$ cat src/wpd_pkg.sv
// Shared types, constants and the header check for the WAV PCM stream decoder.
// Used by the controller, the datapath, the divider and the top level; depends on nothing.
`default_nettype none

package wpd_pkg;

   localparam int unsigned POS_W        = 6;
   localparam int unsigned HDR_LAST_POS = 43;
   localparam int unsigned FMT_SIZE_POS = 16;
   localparam int unsigned FMT_CODE_POS = 20;
   localparam int unsigned CHAN_POS     = 22;
   localparam int unsigned RATE_POS     = 24;
   localparam int unsigned ALIGN_POS    = 32;
   localparam int unsigned BITS_POS     = 34;
   localparam int unsigned SIZE_POS     = 40;

   localparam int unsigned FMT_SIZE_MAX = 16;
   localparam int unsigned FORMAT_PCM   = 1;
   localparam int unsigned MAX_CHANNELS = 2;
   localparam int unsigned BITS_NARROW  = 8;
   localparam int unsigned BITS_WIDE    = 16;

   localparam int unsigned RSP_DATA_W = 56;
   localparam int unsigned DIV_STEPS  = 32;

   typedef enum logic [1:0] {
      KIND_SAMPLE = 2'd0,
      KIND_ACCEPT = 2'd1,
      KIND_REJECT = 2'd2
   } kind_type;

   typedef enum logic [2:0] {
      ERR_NONE     = 3'd0,
      ERR_SHORT    = 3'd1,
      ERR_FORMAT   = 3'd2,
      ERR_NEG_SIZE = 3'd3,
      ERR_CHANNELS = 3'd4,
      ERR_BITS     = 3'd5,
      ERR_ALIGN    = 3'd6
   } err_type;

   typedef enum logic [1:0] {
      ST_HEADER = 2'd0,
      ST_DIVIDE = 2'd1,
      ST_DATA   = 2'd2,
      ST_DONE   = 2'd3
   } wpd_state_type;

   typedef struct packed {
      logic clear;
      logic hdr_capture;
      logic hdr_result;
      logic short_err;
      logic data_byte;
      logic div_start;
   } wpd_cmd_type;

   typedef struct packed {
      logic out_free;
      logic pos_end;
      logic hdr_ok;
      logic emit_now;
      logic samples_one;
      logic div_busy;
      logic div_done;
      logic count_zero;
   } wpd_status_type;

   function automatic err_type header_check(
      input logic [31:0] fmt_size,
      input logic [15:0] fmt_code,
      input logic [15:0] channels,
      input logic [15:0] bits,
      input logic [15:0] align,
      input logic [31:0] size
   );
      logic fmt_big;
      err_type err;
      fmt_big = !fmt_size[31] && (fmt_size[30:0] > 31'(FMT_SIZE_MAX));
      priority if (fmt_big || fmt_code != 16'(FORMAT_PCM)) err = ERR_FORMAT;
      else if (size[31]) err = ERR_NEG_SIZE;
      else if (channels > 16'(MAX_CHANNELS)) err = ERR_CHANNELS;
      else if (bits != 16'(BITS_NARROW) && bits != 16'(BITS_WIDE)) err = ERR_BITS;
      else if (align == 16'd0) err = ERR_ALIGN;
      else err = ERR_NONE;
      return err;
   endfunction

endpackage

`default_nettype wire

$ cat src/wpd_ctrl.sv
// Controller state machine: tracks header, divide, data and done modes and
// issues datapath commands per accepted word. Depends on wpd_pkg.
`default_nettype none

module wpd_ctrl (
   input  wire logic                   clock,
   input  wire logic                   reset,
   input  wire logic                   req_tvalid,
   input  wire logic                   req_tlast,
   input  wire logic                   req_tuser,
   input  wire wpd_pkg::wpd_status_type status,
   output logic                        req_tready,
   output wpd_pkg::wpd_cmd_type        cmd
);
   import wpd_pkg::*;

   wpd_state_type state_ff, state_in;
   wpd_state_type mode;
   logic          accept;
   logic          pos_end;

   always_ff @(posedge clock) begin
      if (reset) begin
         state_ff <= ST_HEADER;
      end else begin
         state_ff <= state_in;
      end
   end

   always_comb begin
      req_tready = (state_ff != ST_DIVIDE) && status.out_free;
      accept     = req_tvalid && req_tready;
      mode       = req_tuser ? ST_HEADER : state_ff;
      pos_end    = status.pos_end && !req_tuser;
      cmd        = '0;
      state_in   = state_ff;

      if (accept) begin
         cmd.clear = req_tuser;
         unique case (mode)
            ST_HEADER: begin
               cmd.hdr_capture = 1'b1;
               state_in        = ST_HEADER;
               if (pos_end) begin
                  cmd.hdr_result = 1'b1;
                  if (!status.hdr_ok || req_tlast) begin
                     state_in = ST_DONE;
                  end else begin
                     cmd.div_start = 1'b1;
                     state_in      = ST_DIVIDE;
                  end
               end else if (req_tlast) begin
                  cmd.short_err = 1'b1;
                  state_in      = ST_DONE;
               end
            end
            ST_DATA: begin
               cmd.data_byte = 1'b1;
               if ((status.emit_now && status.samples_one) || req_tlast) state_in = ST_DONE;
            end
            ST_DIVIDE, ST_DONE: state_in = mode;
         endcase
      end else if (state_ff == ST_DIVIDE && status.div_done) begin
         state_in = status.count_zero ? ST_DONE : ST_DATA;
      end
   end

endmodule

`default_nettype wire

$ cat config.mk
export PLATFORM = sky130hd
export DESIGN_NAME = wpd_ctrl
export DESIGN_NICKNAME = d
export VERILOG_FILES = /design/src/wpd_pkg.sv /design/src/wpd_ctrl.sv
export SDC_FILE = /design/constraint.sdc
export NUM_CORES = 1
export LEC_CHECK = 0
export BUFFER_PORTS_ARGS = -buffer_cell sky130_fd_sc_hd__buf_2
export CAP_MARGIN = 25
export CORE_AREA = 5 5 42 44
export CTS_BUF_LIST = sky130_fd_sc_hd__clkbuf_4 sky130_fd_sc_hd__clkbuf_8 sky130_fd_sc_hd__clkbuf_16
export CTS_CLUSTER_SIZE = 20
export DETAILED_ROUTE_END_ITERATION = 12
export DIE_AREA = 0 0 47 49
export PLACE_DENSITY = 0.47
export SYNTH_ARGS = -nofsm -noshare
export SYNTH_HDL_FRONTEND = slang
export SYNTH_SLANG_ARGS = --single-unit
export TNS_END_PERCENT = 50
$ cat constraint.sdc
create_clock -name clock -period 1.1 [get_ports clock]
set_input_delay 0.22 -clock clock [delete_from_list [all_inputs] [get_ports clock]]
set_output_delay 0.22 -clock clock [all_outputs]
set_load 0.01 [all_outputs]
==> reports/results.tsv, run 1 <==
metric	value	unit
syn-instance-count	33	
r2r-start	state_ff[1]	
overflow	0	
rows	14	
drive_gt1_share	65.1	%
grt_pass1_vias	330	
grt_use_met3	5.90	%
worst_hold_path_type	input pin to register	
drv_slew	0	
drtIter0Drc	3	
vias_per_cell	4.32	
postLayoutCoreUtil	35.5	%
drt-total-wl	785	µm
critical_path_arrival	1.12	ns
grt_start_max_net_pins	5	
finalNonFillerCells	79	
met2_usage	10.9	%
rsz0062_at_grt	true	
end_kind	output pin	
powerDensity	869	nW/µm²
start_kind	register	
synth_seq_cells	2	
synthSimpleGateAreaFrac	52.5	%
finalNetCount	78	
diodes	0	
cap_viol_max_count	0	
yosysSeqAreaShare	17.7	%
synthAdderAreaFrac	0	%
final.setup_skew	0.00301	ns
syn-cell-area	226	µm²
ant_nets	0	
fmax	0.748	GHz
period_needed	1.34	ns
crit_type	register to output pin	
cts_root_buf	clkbuf_4	
die_h	49	µm
cts_buffers	3	
cp_max_fo	3	
die_x	47	µm
placedCellCount	73	
drt-wirelength-per-cell	9.94	µm
synthMuxAreaShare	4.42	%
min_period_over_period	122	%
layout.cells.most_common_list	buf_2, buf_6, buf_4	
yosysWarnings	0	
cts.path.max_buffers	2	
area.growth.synth_to_final	120	%
vias	341	
synthXorXnorAreaFrac	0	%
start_util	16.2	%
layout_commonest_cell	buf_2	
power_leakage	0.259	nW
largest_reg_flops	2	
grt_use_met1	10.1	%
avgSynthCellArea	6.86	µm²
synth_nets	46	
hold_violations	0	
grtUsageTotal	7.74	%
clock_latency	0.22	ns
slew_headroom	88.5	%
h-tree-depth	1	
portBuffers	18	
worstHoldStart	reset	
critical_path_required	0.88	ns
reg.largest.list	state_ff (2)	
drc	0	
fp.dieArea	2300	µm²
violations	setup timing	
regMostFlops	state_ff	
fin_ws	-0.237	ns
core	1400	µm²
boundaryPins	20	
status	finished, violations left	
fill_cells	168	
crit_start	state_ff[1]	
synth-compound-area-share	18.8	%
antenna_found_initial	0	
drtPass1Iterations	4	
ir_drop	0.760	mV
grt_pass1_wl	1320	µm
synth_top_family_by_area	simple AND/OR/NAND/NOR gates	
dp_hpwl	668	µm
gp_congestion	0.659	
grt.busiest_layer	met2	
cts_tree	yes	
clkSinkCount	2	
worst_pin_slew	0.171	ns
synth.distinct_cells	20	
clk_pin_slew	0.03	ns
finalSetupViolations	7	
==> cell type report <==
cell class	instances	area [µm²]	share of cell area, %
clock buffer	3	22.5	4.52
inverter	4	15.0	3.02
multi-input combinational	27	195	39.2
sequential	2	42.5	8.54
tap	16	20.0	4.02
timing repair buffer	27	203	40.7
==> metal layers <==
layer  up-vias  share of wire, %
met5         -                 0
met4         0                 0
met3         0                11
met2        15                44
met1       150                45
li1        176                 -
==> worst max-delay path, cell delays in order, from the launching register on <==
cell,delay [ns]
dfxtp_2,0.33
nand2b_4,0.13
nand3_4,0.07
nor2_4,0.09
and3_4,0.18
buf_6,0.09
==> cells by family (layout without fill, tap and decap cells) <==
| kind of cell | Yosys count | count (layout) |
|---|---|---|
| AO/OA/AOI/OAI | 7 | 7 |
| multiplexers | 1 | 1 |
| buffers and inverters | 4 | 34 |
| flip-flops | 2 | 2 |
| AND/OR/NAND/NOR | 19 | 19 |
==> per-stage QoR <==
step                setup TNS, ns  hold WS [ns]  total power [mW]  area, µm²  worst slack (ns)
floorplan               -0.000398         0.383             0.168        241         -0.000398
global placement           -0.551         0.517             0.238        397            -0.151
detailed placement         -0.548         0.537             0.239        397            -0.161
CTS                         -1.44         0.302             0.441        494            -0.246
global route                -1.84         0.335             0.475        498            -0.309
finish                      -1.37         0.302             0.433        498            -0.237
==> final timing paths <==
kind | depth (start not counted) | slack (ns) | endpoint
min reg2reg | 3 | 0.64 | state_ff[0]
max | 5 | -0.24 | cmd[0]
min | 4 | 0.30 | state_ff[1]
max reg2reg | 5 | 0 | state_ff[0]
==> what timing repair did <==
| item | CTS | global route |
|---|---|---|
| hold buffers | 0 | 0 |
| setup buffers | 3 | 0 |
| endpoints found under the setup margin | 8 | 8 |
| pin swaps | 1 | 0 |
| resized for setup | 9 | 1 |
==> synthesized netlist by cell type <==
| master | number | area share (%) |
|---|---|---|
| mux2i_1 | 1 | 4.4 |
| or2b_1 | 1 | 3.3 |
| nand2b_1 | 1 | 2.8 |
| o22ai_1 | 1 | 2.8 |
| nand3b_1 | 1 | 3.3 |
| o21ai_0 | 1 | 2.2 |
| nor2_1 | 3 | 5.0 |
| and3_2 | 2 | 6.6 |
| and3_1 | 2 | 5.5 |
| nand3_2 | 1 | 4.4 |
| nand3_1 | 1 | 2.2 |
| dfxtp_1 | 2 | 18 |
| and2_2 | 2 | 6.6 |
| a31oi_1 | 1 | 2.8 |
| inv_2 | 1 | 1.7 |
| nand2b_4 | 1 | 6.1 |
| inv_1 | 3 | 5.0 |
| a311o_1 | 1 | 4.4 |
| nand2_1 | 4 | 6.6 |
| a21oi_1 | 3 | 6.6 |
==> power by group <==
group | leakage (nW) | switching, mW | internal (mW)
clock network | 0.0138 | 0.0381 | 0.120
registers | 0.0172 | 0.00872 | 0.0831
logic | 0.228 | 0.0752 | 0.108
Note: power is estimated with default switching activity, not from simulation.
==> run 2: changes to the inputs <==
--- a/config.mk
+++ b/config.mk
@@ -12,7 +12,7 @@
 export CTS_CLUSTER_SIZE = 20
 export DETAILED_ROUTE_END_ITERATION = 12
 export DIE_AREA = 0 0 47 49
-export PLACE_DENSITY = 0.47
+export PLACE_DENSITY = 0.46
 export SYNTH_ARGS = -nofsm -noshare
 export SYNTH_HDL_FRONTEND = slang
 export SYNTH_SLANG_ARGS = --single-unit
==> constraint.sdc (replaced) <==
create_clock -name clock -period 1.3 [get_ports clock]
set_input_delay 0.26 -clock clock [delete_from_list [all_inputs] [get_ports clock]]
set_output_delay 0.26 -clock clock [all_outputs]
set_load 0.01 [all_outputs]
==> run 2 against run 1 <==
Compared with the run above:
- the run still ends with setup timing left
- highest routed layer unchanged
- clock-buffer cell count is the same
- largest power group unchanged
- critical endpoint unchanged
- clock power fell by 14%
- combinational power decreased by 21%
- largest cell class is now multi-input gates
- critical path type unchanged
- worst setup slack better by 0.15 ns
- total power is 17% lower
==> reports/results.tsv, run 2 (synthesis results as in run 1) <==
metric	value	unit	change
ant_nets	0		unchanged
fp.dieArea	2300	µm²	unchanged
grtUsageTotal	7.59	%	was 7.74%
grt_pass1_wl	1300	µm	was 1320 µm
ir_drop	0.375	mV	was 0.760 mV
grt_use_met3	1.48	%	was 5.90%
drive_gt1_share	62.3	%	was 65.1%
min_path_cells	4		unchanged
worst_pin_slew	0.199	ns	was 0.171 ns
clock_latency	0.22	ns	about the same
area.growth.synth_to_final	105	%	was 120%
worstHoldStart	reset		unchanged
cp_cell_sequence	nand2b_4 > nand3_4 > nor2_4 > and3_1 > buf_2		was nand2b_4 > nand3_4 > nor2_4 > and3_4 > buf_6
boundaryPins	20		unchanged
cts.path.max_buffers	2		unchanged
power.total	360	µW	was 433 µW
layout_commonest_cell	buf_2		unchanged
h-tree-depth	1		unchanged
start_util	16.2	%	unchanged
grt_use_met1	9.19	%	was 10.1%
drv_slew	0		unchanged
cts_buffers	3		unchanged
core	1400	µm²	unchanged
die_h	49	µm	unchanged
largest_reg_flops	2		unchanged
power_leakage	0.248	nW	was 0.259 nW
regToRegEndpoint	state_ff[0]		unchanged
rows	14		unchanged
reg.largest.list	state_ff (2)		unchanged
regMostFlops	state_ff		unchanged
cp_max_fo	3		unchanged
gp_congestion	0.728		was 0.659
rsz0062_at_grt	true		unchanged
grt_pass1_vias	339		was 330
cp_slowest_cell	dfxtp_2		unchanged
r2r-start	state_ff[1]		unchanged
pre_cts_ws	0.00642	ns	was -0.161 ns
drc	0		unchanged
violations	setup timing		unchanged
dp_hpwl	614	µm	was 668 µm
cts_root_buf	clkbuf_4		unchanged
drt-wirelength-per-cell	10.0	µm	was 9.94 µm
r2r_cells	5		unchanged
start_kind	register		unchanged
finalHoldWorstSlack	0.340	ns	was 0.302 ns
hold_violations	0		unchanged
portBuffers	18		unchanged
die_x	47	µm	unchanged
worst_path_largest_cell_delay	0.33	ns	about the same
crit_type	register to output pin		unchanged
grt_start_max_net_pins	6		was 5
diodes	0		unchanged
end_kind	output pin		unchanged
fmax	0.719	GHz	
period_needed	1.39	ns	
tns	-0.245	ns	was -1.37 ns
finalNetCount	76		was 78
min_period_over_period	107	%	
overflow	0		unchanged
clkSinkCount	2		unchanged
cap_viol_max_count	0		unchanged
met2_usage	11.3	%	was 10.9%
drt-total-wl	773	µm	was 785 µm
whs_endpoint	state_ff[0]		was state_ff[1]
status	finished, violations left		unchanged
clk_pin_slew	0.03	ns	about the same
layout.cells.most_common_list	buf_2, buf_4, buf_6		was buf_2, buf_6, buf_4
ff2ff_setup_slack	0.15	ns	was 0 ns
antenna_found_initial	0		unchanged
fill_cells	166		was 168
powerDensity	775	nW/µm²	was 869 nW/µm²
finalSetupViolations	3		was 7
vias	322		was 341
final.setup_skew	0.00170	ns	was 0.00301 ns
drtPass1Iterations	4		unchanged
worst_hold_path_type	input pin to register		unchanged
slew_headroom	86.7	%	was 88.5%
critical_path_arrival	1.13	ns	was 1.12 ns
grt.busiest_layer	met2		unchanged
vias_per_cell	4.18		was 4.32
cts_tree	yes		unchanged
critical_path_required	1.04	ns	was 0.88 ns
fin_ws	-0.0908	ns	was -0.237 ns
drtIter0Drc	2		was 3
[run 2: critical path: cells and delay by family (launching register included)]
family                 cells  cell delay, ns
buffers and inverters      1            0.12
DFF                        1            0.33
and+or+nand+nor            4            0.46
[run 2: repair_timing]
action / in CTS / in global routing
gates resized for setup: 7 / 5
cloned: 0 / 0
hold buffers: 0 / 0
buffers inserted: 1 / 1
setup endpoints to repair: 6 / 7
pin swaps: 2 / 1
[run 2: worst max-delay path by stage]
stage              to        start  slack (ns)
6_report       cmd[0]  state_ff[1]       -0.09
3_3_place_gp   cmd[2]   req_tvalid        0.01
2_1_floorplan  cmd[0]  state_ff[1]        0.02
5_1_grt        cmd[0]  state_ff[1]       -0.15
3_5_place_dp   cmd[0]    req_tuser       0.006
4_1_cts        cmd[0]  state_ff[1]       -0.10
[run 2: where the power goes]
part	total [mW]	internal [mW]	switching, mW
combinational	0.145	0.0838	0.0611
sequential	0.0792	0.0703	0.00885
clock	0.136	0.102	0.0340
[run 2: metal layers]
metal	vias up	part of all wire (%)
li1	171	-
met4	0	0
met5	-	0
met2	11	49
met3	0	7.9
met1	140	43
[run 2: per-stage QoR]
| step | std cells | area, µm² | utilization (%) |
|---|---|---|---|
| 3_5_place_dp | 72 | 374 | 26.7 |
| 4_1_cts | 76 | 433 | 30.9 |
| 2_1_floorplan | 33 | 226 | - |
| 6_report | 77 | 464 | 33.1 |
| 3_3_place_gp | 72 | 374 | 26.7 |
| 5_1_grt | 77 | 464 | 33.1 |
[run 2: cell type report]
class | count | area, µm² | share of cell area, %
repair buffers | 25 | 171 | 36.9
inverters | 4 | 17.5 | 3.77
clock buffers | 3 | 22.5 | 4.85
well taps | 16 | 20.0 | 4.31
flip-flops and latches | 2 | 42.5 | 9.16
multi-input cells | 27 | 190 | 41.0
