==> src/wpd_pkg.sv <==
// Shared types, constants and the header check for the WAV PCM stream decoder.
// Used by the controller, the datapath, the divider and the top level; depends on nothing.
`default_nettype none

package wpd_pkg;

   localparam int unsigned POS_W        = 6;
   localparam int unsigned HDR_LAST_POS = 43;
   localparam int unsigned FMT_SIZE_POS = 16;
   localparam int unsigned FMT_CODE_POS = 20;
   localparam int unsigned CHAN_POS     = 22;
   localparam int unsigned RATE_POS     = 24;
   localparam int unsigned ALIGN_POS    = 32;
   localparam int unsigned BITS_POS     = 34;
   localparam int unsigned SIZE_POS     = 40;

   localparam int unsigned FMT_SIZE_MAX = 16;
   localparam int unsigned FORMAT_PCM   = 1;
   localparam int unsigned MAX_CHANNELS = 2;
   localparam int unsigned BITS_NARROW  = 8;
   localparam int unsigned BITS_WIDE    = 16;

   localparam int unsigned RSP_DATA_W = 56;
   localparam int unsigned DIV_STEPS  = 32;

   typedef enum logic [1:0] {
      KIND_SAMPLE = 2'd0,
      KIND_ACCEPT = 2'd1,
      KIND_REJECT = 2'd2
   } kind_type;

   typedef enum logic [2:0] {
      ERR_NONE     = 3'd0,
      ERR_SHORT    = 3'd1,
      ERR_FORMAT   = 3'd2,
      ERR_NEG_SIZE = 3'd3,
      ERR_CHANNELS = 3'd4,
      ERR_BITS     = 3'd5,
      ERR_ALIGN    = 3'd6
   } err_type;

   typedef enum logic [1:0] {
      ST_HEADER = 2'd0,
      ST_DIVIDE = 2'd1,
      ST_DATA   = 2'd2,
      ST_DONE   = 2'd3
   } wpd_state_type;

   typedef struct packed {
      logic clear;
      logic hdr_capture;
      logic hdr_result;
      logic short_err;
      logic data_byte;
      logic div_start;
   } wpd_cmd_type;

   typedef struct packed {
      logic out_free;
      logic pos_end;
      logic hdr_ok;
      logic emit_now;
      logic samples_one;
      logic div_busy;
      logic div_done;
      logic count_zero;
   } wpd_status_type;

   function automatic err_type header_check(
      input logic [31:0] fmt_size,
      input logic [15:0] fmt_code,
      input logic [15:0] channels,
      input logic [15:0] bits,
      input logic [15:0] align,
      input logic [31:0] size
   );
      logic fmt_big;
      err_type err;
      fmt_big = !fmt_size[31] && (fmt_size[30:0] > 31'(FMT_SIZE_MAX));
      priority if (fmt_big || fmt_code != 16'(FORMAT_PCM)) err = ERR_FORMAT;
      else if (size[31]) err = ERR_NEG_SIZE;
      else if (channels > 16'(MAX_CHANNELS)) err = ERR_CHANNELS;
      else if (bits != 16'(BITS_NARROW) && bits != 16'(BITS_WIDE)) err = ERR_BITS;
      else if (align == 16'd0) err = ERR_ALIGN;
      else err = ERR_NONE;
      return err;
   endfunction

endpackage

`default_nettype wire

==> src/wpd_div.sv <==
// Iterative restoring divider, one quotient bit per cycle, for the frame count.
// Depends on wpd_pkg.
`default_nettype none

module wpd_div (
   input  wire logic        clock,
   input  wire logic        reset,
   input  wire logic        start,
   input  wire logic [31:0] dividend,
   input  wire logic [15:0] divisor,
   output logic             busy,
   output logic             done,
   output logic [31:0]      quotient
);
   import wpd_pkg::*;

   localparam int unsigned CNT_W = $clog2(DIV_STEPS);

   logic             busy_ff, busy_in;
   logic             done_ff, done_in;
   logic [CNT_W-1:0] cnt_ff, cnt_in;
   logic [15:0]      rem_ff, rem_in;
   logic [31:0]      quo_ff, quo_in;
   logic [16:0]      trial;
   logic [16:0]      diff;
   logic             fits;

   always_comb begin
      trial   = {rem_ff, quo_ff[31]};
      fits    = trial >= {1'b0, divisor};
      diff    = trial - {1'b0, divisor};
      busy_in = busy_ff;
      done_in = 1'b0;
      cnt_in  = cnt_ff;
      rem_in  = rem_ff;
      quo_in  = quo_ff;
      if (start) begin
         busy_in = 1'b1;
         cnt_in  = '0;
         rem_in  = '0;
         quo_in  = dividend;
      end else if (busy_ff) begin
         rem_in = fits ? diff[15:0] : trial[15:0];
         quo_in = {quo_ff[30:0], fits};
         cnt_in = cnt_ff + CNT_W'(1);
         if (cnt_ff == CNT_W'(DIV_STEPS - 1)) begin
            busy_in = 1'b0;
            done_in = 1'b1;
         end
      end
   end

   always_ff @(posedge clock) begin
      if (reset) begin
         busy_ff <= 1'b0;
         done_ff <= 1'b0;
         cnt_ff  <= '0;
      end else begin
         busy_ff <= busy_in;
         done_ff <= done_in;
         cnt_ff  <= cnt_in;
      end
      rem_ff <= rem_in;
      quo_ff <= quo_in;
   end

   assign busy     = busy_ff;
   assign done     = done_ff;
   assign quotient = quo_ff;

endmodule

`default_nettype wire

==> src/wpd_datapath.sv <==
// Datapath: header field capture, header check, sample decoding, sample count
// and the result register. Depends on wpd_pkg and wpd_div.
`default_nettype none

module wpd_datapath (
   input  wire logic                             clock,
   input  wire logic                             reset,
   input  wire wpd_pkg::wpd_cmd_type             cmd,
   input  wire logic [7:0]                       data_byte,
   input  wire logic                             rsp_tready,
   output wpd_pkg::wpd_status_type               status,
   output logic                                  rsp_tvalid,
   output logic [wpd_pkg::RSP_DATA_W-1:0]        rsp_tdata,
   output logic [1:0]                            rsp_tuser
);
   import wpd_pkg::*;

   logic [POS_W-1:0] pos_ff, pos_in, pos_eff;
   logic [31:0] fmt_ff, fmt_in;
   logic [15:0] code_ff, code_in;
   logic [15:0] chan_ff, chan_in;
   logic [31:0] rate_ff, rate_in;
   logic [15:0] align_ff, align_in;
   logic [15:0] bits_ff, bits_in;
   logic [31:0] size_ff, size_in;
   logic [32:0] left_ff, left_in;
   logic [7:0]  low_ff, low_in;
   logic        phase_ff, phase_in;
   logic        chn_ff, chn_in;

   logic               valid_ff, valid_in;
   kind_type           kind_ff, kind_in;
   logic signed [15:0] sample_ff, sample_in;
   logic               ochan_ff, ochan_in;
   logic [1:0]         numch_ff, numch_in;
   logic [31:0]        orate_ff, orate_in;
   err_type            err_ff, err_in;

   err_type     hdr_err;
   logic        narrow;
   logic        emit;
   logic        div_busy;
   logic        div_done;
   logic [31:0] quotient;

   wpd_div u_div (
      .clock    (clock),
      .reset    (reset),
      .start    (cmd.div_start),
      .dividend (size_in),
      .divisor  (align_ff),
      .busy     (div_busy),
      .done     (div_done),
      .quotient (quotient)
   );

   always_comb begin
      pos_eff  = cmd.clear ? '0 : pos_ff;
      pos_in   = pos_ff;
      fmt_in   = fmt_ff;
      code_in  = code_ff;
      chan_in  = chan_ff;
      rate_in  = rate_ff;
      align_in = align_ff;
      bits_in  = bits_ff;
      size_in  = size_ff;
      left_in  = left_ff;
      low_in   = low_ff;
      phase_in = phase_ff;
      chn_in   = chn_ff;
      narrow   = bits_ff == 16'(BITS_NARROW);
      emit     = 1'b0;

      if (cmd.hdr_capture) begin
         pos_in = (pos_eff == POS_W'(HDR_LAST_POS)) ? pos_eff : pos_eff + POS_W'(1);
         unique case (pos_eff)
            POS_W'(FMT_SIZE_POS), POS_W'(FMT_SIZE_POS + 1),
            POS_W'(FMT_SIZE_POS + 2), POS_W'(FMT_SIZE_POS + 3):
               fmt_in = {data_byte, fmt_ff[31:8]};
            POS_W'(FMT_CODE_POS), POS_W'(FMT_CODE_POS + 1):
               code_in = {data_byte, code_ff[15:8]};
            POS_W'(CHAN_POS), POS_W'(CHAN_POS + 1):
               chan_in = {data_byte, chan_ff[15:8]};
            POS_W'(RATE_POS), POS_W'(RATE_POS + 1),
            POS_W'(RATE_POS + 2), POS_W'(RATE_POS + 3):
               rate_in = {data_byte, rate_ff[31:8]};
            POS_W'(ALIGN_POS), POS_W'(ALIGN_POS + 1):
               align_in = {data_byte, align_ff[15:8]};
            POS_W'(BITS_POS), POS_W'(BITS_POS + 1):
               bits_in = {data_byte, bits_ff[15:8]};
            POS_W'(SIZE_POS), POS_W'(SIZE_POS + 1),
            POS_W'(SIZE_POS + 2), POS_W'(SIZE_POS + 3):
               size_in = {data_byte, size_ff[31:8]};
            default: ;
         endcase
      end

      hdr_err = header_check(fmt_ff, code_ff, chan_ff, bits_ff, align_ff, size_in);

      if (cmd.clear || cmd.hdr_result) begin
         phase_in = 1'b0;
         chn_in   = 1'b0;
      end

      if (cmd.data_byte) begin
         if (narrow || phase_ff) begin
            emit     = 1'b1;
            phase_in = 1'b0;
         end else begin
            low_in   = data_byte;
            phase_in = 1'b1;
         end
      end

      if (emit) begin
         left_in = left_ff - 33'd1;
         if (chan_ff == 16'(MAX_CHANNELS)) chn_in = ~chn_ff;
      end

      if (div_done) begin
         unique case (chan_ff[1:0])
            2'd1:    left_in = {1'b0, quotient};
            2'd2:    left_in = {quotient, 1'b0};
            default: left_in = '0;
         endcase
      end

      valid_in  = valid_ff && !rsp_tready;
      kind_in   = kind_ff;
      sample_in = sample_ff;
      ochan_in  = ochan_ff;
      numch_in  = numch_ff;
      orate_in  = orate_ff;
      err_in    = err_ff;
      if (cmd.hdr_result || cmd.short_err || emit) begin
         valid_in  = 1'b1;
         kind_in   = KIND_SAMPLE;
         sample_in = '0;
         ochan_in  = 1'b0;
         numch_in  = '0;
         orate_in  = '0;
         err_in    = ERR_NONE;
         priority if (cmd.short_err) begin
            kind_in = KIND_REJECT;
            err_in  = ERR_SHORT;
         end else if (cmd.hdr_result) begin
            if (hdr_err == ERR_NONE) begin
               kind_in  = KIND_ACCEPT;
               numch_in = chan_ff[1:0];
               orate_in = rate_ff;
            end else begin
               kind_in = KIND_REJECT;
               err_in  = hdr_err;
            end
         end else begin
            sample_in = narrow ? {~data_byte[7], data_byte[6:0], 8'h00}
                               : {data_byte, low_ff};
            ochan_in  = chn_ff;
         end
      end

      status.out_free    = !valid_ff || rsp_tready;
      status.pos_end     = pos_ff == POS_W'(HDR_LAST_POS);
      status.hdr_ok      = hdr_err == ERR_NONE;
      status.emit_now    = narrow || phase_ff;
      status.samples_one = left_ff == 33'd1;
      status.div_busy    = div_busy;
      status.div_done    = div_done;
      status.count_zero  = (chan_ff[1:0] == 2'd0) || (quotient == 32'd0);
   end

   always_ff @(posedge clock) begin
      if (reset) begin
         pos_ff   <= '0;
         phase_ff <= 1'b0;
         chn_ff   <= 1'b0;
         left_ff  <= '0;
         valid_ff <= 1'b0;
      end else begin
         pos_ff   <= pos_in;
         phase_ff <= phase_in;
         chn_ff   <= chn_in;
         left_ff  <= left_in;
         valid_ff <= valid_in;
      end
      fmt_ff    <= fmt_in;
      code_ff   <= code_in;
      chan_ff   <= chan_in;
      rate_ff   <= rate_in;
      align_ff  <= align_in;
      bits_ff   <= bits_in;
      size_ff   <= size_in;
      low_ff    <= low_in;
      kind_ff   <= kind_in;
      sample_ff <= sample_in;
      ochan_ff  <= ochan_in;
      numch_ff  <= numch_in;
      orate_ff  <= orate_in;
      err_ff    <= err_in;
   end

   assign rsp_tvalid = valid_ff;
   assign rsp_tuser  = kind_ff;
   assign rsp_tdata  = {2'b00, err_ff, orate_ff, numch_ff, ochan_ff, sample_ff};

endmodule

`default_nettype wire

==> config.mk <==
export PLATFORM = sky130hd
export DESIGN_NAME = wpd_datapath
export DESIGN_NICKNAME = d
export VERILOG_FILES = /design/src/wpd_pkg.sv /design/src/wpd_div.sv /design/src/wpd_datapath.sv
export SDC_FILE = /design/constraint.sdc
export NUM_CORES = 1
export LEC_CHECK = 0
export BUFFER_PORTS_ARGS = -buffer_cell sky130_fd_sc_hd__buf_2
export CORE_MARGIN = 5
export CORE_UTILIZATION = 55
export DETAILED_ROUTE_END_ITERATION = 12
export PLACE_DENSITY = 0.76
export SLEW_MARGIN = 20
export SYNTH_ARGS = -nofsm -noshare
export SYNTH_HDL_FRONTEND = slang
export SYNTH_HIERARCHICAL = 1
export SYNTH_SLANG_ARGS = --single-unit
==> constraint.sdc <==
create_clock -name clock -period 6.05 [get_ports clock]
set_input_delay 1.21 -clock clock [delete_from_list [all_inputs] [get_ports clock]]
set_output_delay 1.21 -clock clock [all_outputs]
set_load 0.02 [all_outputs]
==> flow_summary.toml <==
[status]
status = "complete, no violations"

[logic_synthesis]
synth_cell_types = 81
synth_top_family_by_area = "simple AND/OR/NAND/NOR gates"
yosys_warnings = 6
synth_edf_count = 224
ys_top_cells_by_count = "224 x edfxtp_1, 97 x dfxtp_1, 74 x nor2_1, 65 x mux2_2, 48 x and3_1"
ys_seq_area_share_pct = 62.41
synth_top_area_share_pct = 48.43
synthFlopType = "edfxtp_1"
ys_ff_latch = 321
yosysTopAreaCell = "edfxtp_1"
synth-xor-area-share_pct = 0.9459
syn_area_um2 = 13890
synthTopCellsByArea = "edfxtp_1 48%, dfxtp_1 14%, mux2_2 5.3%"
avgSynthCellArea_um2 = 12.67
netlist_instances = 1096
synth_compound_area_share_pct = 11.15
synth_adder_area_share_pct = 2.577
post-synth-top-count-cell = "edfxtp_1"
synth-simple-area-share_pct = 14.24
synthArstFlopShare_pct = 0
muxShareOfSynthArea_pct = 5.486

[final_layout]
diodes = 0
final_nets = 1215
stdcell_count = 1526
areaGrowthSynthToFinish_pct = 12.74
layout-drive-gt1-share_pct = 20.40
utilization_pct = 62.54
fillerInstances = 1891

[global_routing]
grt_start_max_net_pins = 47
grt_antenna_before_repair = 0
grt_use_total_pct = 21.56
grt_pass1_wl_mm = 49.58
global_route.overflow_total = 0
grt_pass1_vias = 9248

[power]
swShare_pct = 23.89
p_comb_share_pct = 8.7
seq_power_share_pct = 50.5
p_leak_nw = 6.041
power_density_nw_per_um2 = 311.9
internal-power_w = 0.003716
p_switching_w = 0.001167
vdd_ir_drop_max_uv = 211.2
pwr-share-clk_pct = 40.8

[detailed_routing]
drt-pass1-iter-count = 6
wirelength_mm = 31.40
first_iter_violations = 816
wl_per_cell_um = 20.58
via_per_inst = 6.220
vias = 9492
remaining_drc_errors = 0
drtAntennaViolNets = 0

[die]
core_area_um2 = 25040
die_h_um = 168.9
dieArea_um2 = 28530
fp.dieW_um = 168.9
io_pins = 84
rows = 58
start_util_pct = 55.47

[cts]
cts_tree = "built"
clock_sinks = 321
h-tree-depth = 2
root_buffer = "clkbuf_16"
insertion_delay_ns = 0.52
cts-buffers-inserted = 34
cts_max_path_buffers = 3
post-cts-setup-buffer-count = 0
post_cts_resized = 0
ctsHoldBuffers = 0
clk_pin_slew_ns = 0.06

[placed_design]
placed_cells = 1464
io_buffer_count = 81
dp_hpwl_mm = 20.64
gp_congestion = 0.8891

[min_path]
min_path_cells = 0
hp-start = "rate_ff[10]$_DFFE_PP_"
min_path_type = "reg2reg"
hold_end = "rate_ff[2]$_DFFE_PP_"

[worst_setup_path]
critPathKind = "in2out"
r2r_start = "pos_ff[0]$_SDFFE_PP0P_"
cp.arrival_ns = 3.41
crit_required_ns = 4.84
start_kind = "primary input"
regToRegEndpoint = "orate_ff[18]$_SDFFCE_PP0P_"
critPathCaptureType = "output port"
r2r_cells = 9
crit_fanout = 35
r2r_slack_ns = 2.51

[timing]
finalCriticalPeriod_ns = 4.622
fin_setup_tns_ns = 0
finClkSkew_ns = 0.01755
setup_viol = 0
timing.final.crit_share_pct = 76.39
rsz0062_at_grt = "no"
fmax_mhz = 216.4
relSlewSlack_pct = 32.02
hold_viol = 0
whs_ns = 0.4408
tightest_slew_ns = 1.016
drv_slew = 0

[flow_run]
maxCapViolations = 0
[layer usage]
metal  vias to the layer above  GRT usage, %  wire (um)
li1                       4418             -          -
met4                         0         8.257       1079
met5                         -             0          0
met2                       393         35.37      14970
met1                      4601         29.16      13260
met3                        80         3.340       2094
[through the flow]
step / worst slack [ns] / total power, W / cell area [um2]
global placement: 1.496 / 0.002917 / 14560
floorplan: 0.1912 / 0.002807 / 13890
finish: 1.428 / 0.004883 / 15660
global route: 1.201 / 0.005065 / 15660
detailed placement: 1.384 / 0.002925 / 14560
CTS: 1.392 / 0.004909 / 15650
[final cells by class]
| type | count | area (um2) | area share [%] |
|---|---|---|---|
| Inverter | 40 | 150.1 | 0.9589 |
| Clock inverter | 21 | 198.9 | 1.271 |
| Timing Repair Buffer | 95 | 510.5 | 3.260 |
| Multi-Input combinational cell | 678 | 4830 | 30.85 |
| Clock buffer | 41 | 887.1 | 5.666 |
| Sequential cell | 321 | 8668 | 55.36 |
| Tap cell | 330 | 412.9 | 2.637 |
[cell usage in the layout, fill, tap and decap left out, types with 14 or more instances in the layout]
master     count
dfxtp_1       97
buf_4         14
nand4_1       14
nand3_1       15
nor3_1        32
and2_1        21
a21oi_1       32
nor2_1        72
clkbuf_16     34
nor4_1        43
mux2_2        65
ha_1          27
inv_1         39
and3_1        48
a22oi_1       14
nand2_1       41
o21ai_0       26
edfxtp_1     224
buf_2         81
[worst max path at each step]
stage	cells past startpoint	start	endpoint	slack, ns
after floorplan	6	cmd[5]	rate_ff[0]$_DFFE_PP_	0.19
after global placement	10	cmd[5]	status[5]	1.50
after detailed placement	10	cmd[5]	orate_ff[18]$_SDFFCE_PP0P_	1.38
after CTS	10	cmd[5]	status[5]	1.39
after global routing	10	cmd[5]	status[5]	1.20
final	10	cmd[5]	status[5]	1.43
[critical path: stages]
cell	delay [ns]
buf_2	0.15
nand2b_1	0.21
inv_1	0.10
ha_1	0.25
or4_1	0.18
nor4b_4	0.28
buf_4	0.48
o21ai_0	0.14
nor3_1	0.20
buf_2	0.21
[registers in the layout, summed over array words and instances (netlist names), 32 cells and up]
signal and flops:
size_ff 32, orate_ff 32, left_ff 33, fmt_ff 32
rate_ff 32, u_div/quotient 32
[cell families (layout without fill, tap and decap cells)]
family	after synthesis	count (layout)
compound gates	207	207
xor+xnor	15	15
fa+ha+maj	28	28
buf+inv	98	197
flops	321	321
mux	68	68
other cells	1	2
simple gates	358	358
[power groups by stage]
| stage | clock network (W) | registers (W) | logic, W |
|---|---|---|---|
| 2_1_floorplan | 0 | 0.00252 | 0.000290 |
| 3_3_place_gp | 0 | 0.00251 | 0.000408 |
| 3_5_place_dp | 0 | 0.00251 | 0.000415 |
| 4_1_cts | 0.00203 | 0.00246 | 0.000418 |
| 5_1_grt | 0.00213 | 0.00247 | 0.000462 |
| 6_report | 0.00199 | 0.00247 | 0.000424 |
No activity file was read; power rests on OpenSTA's default activity.
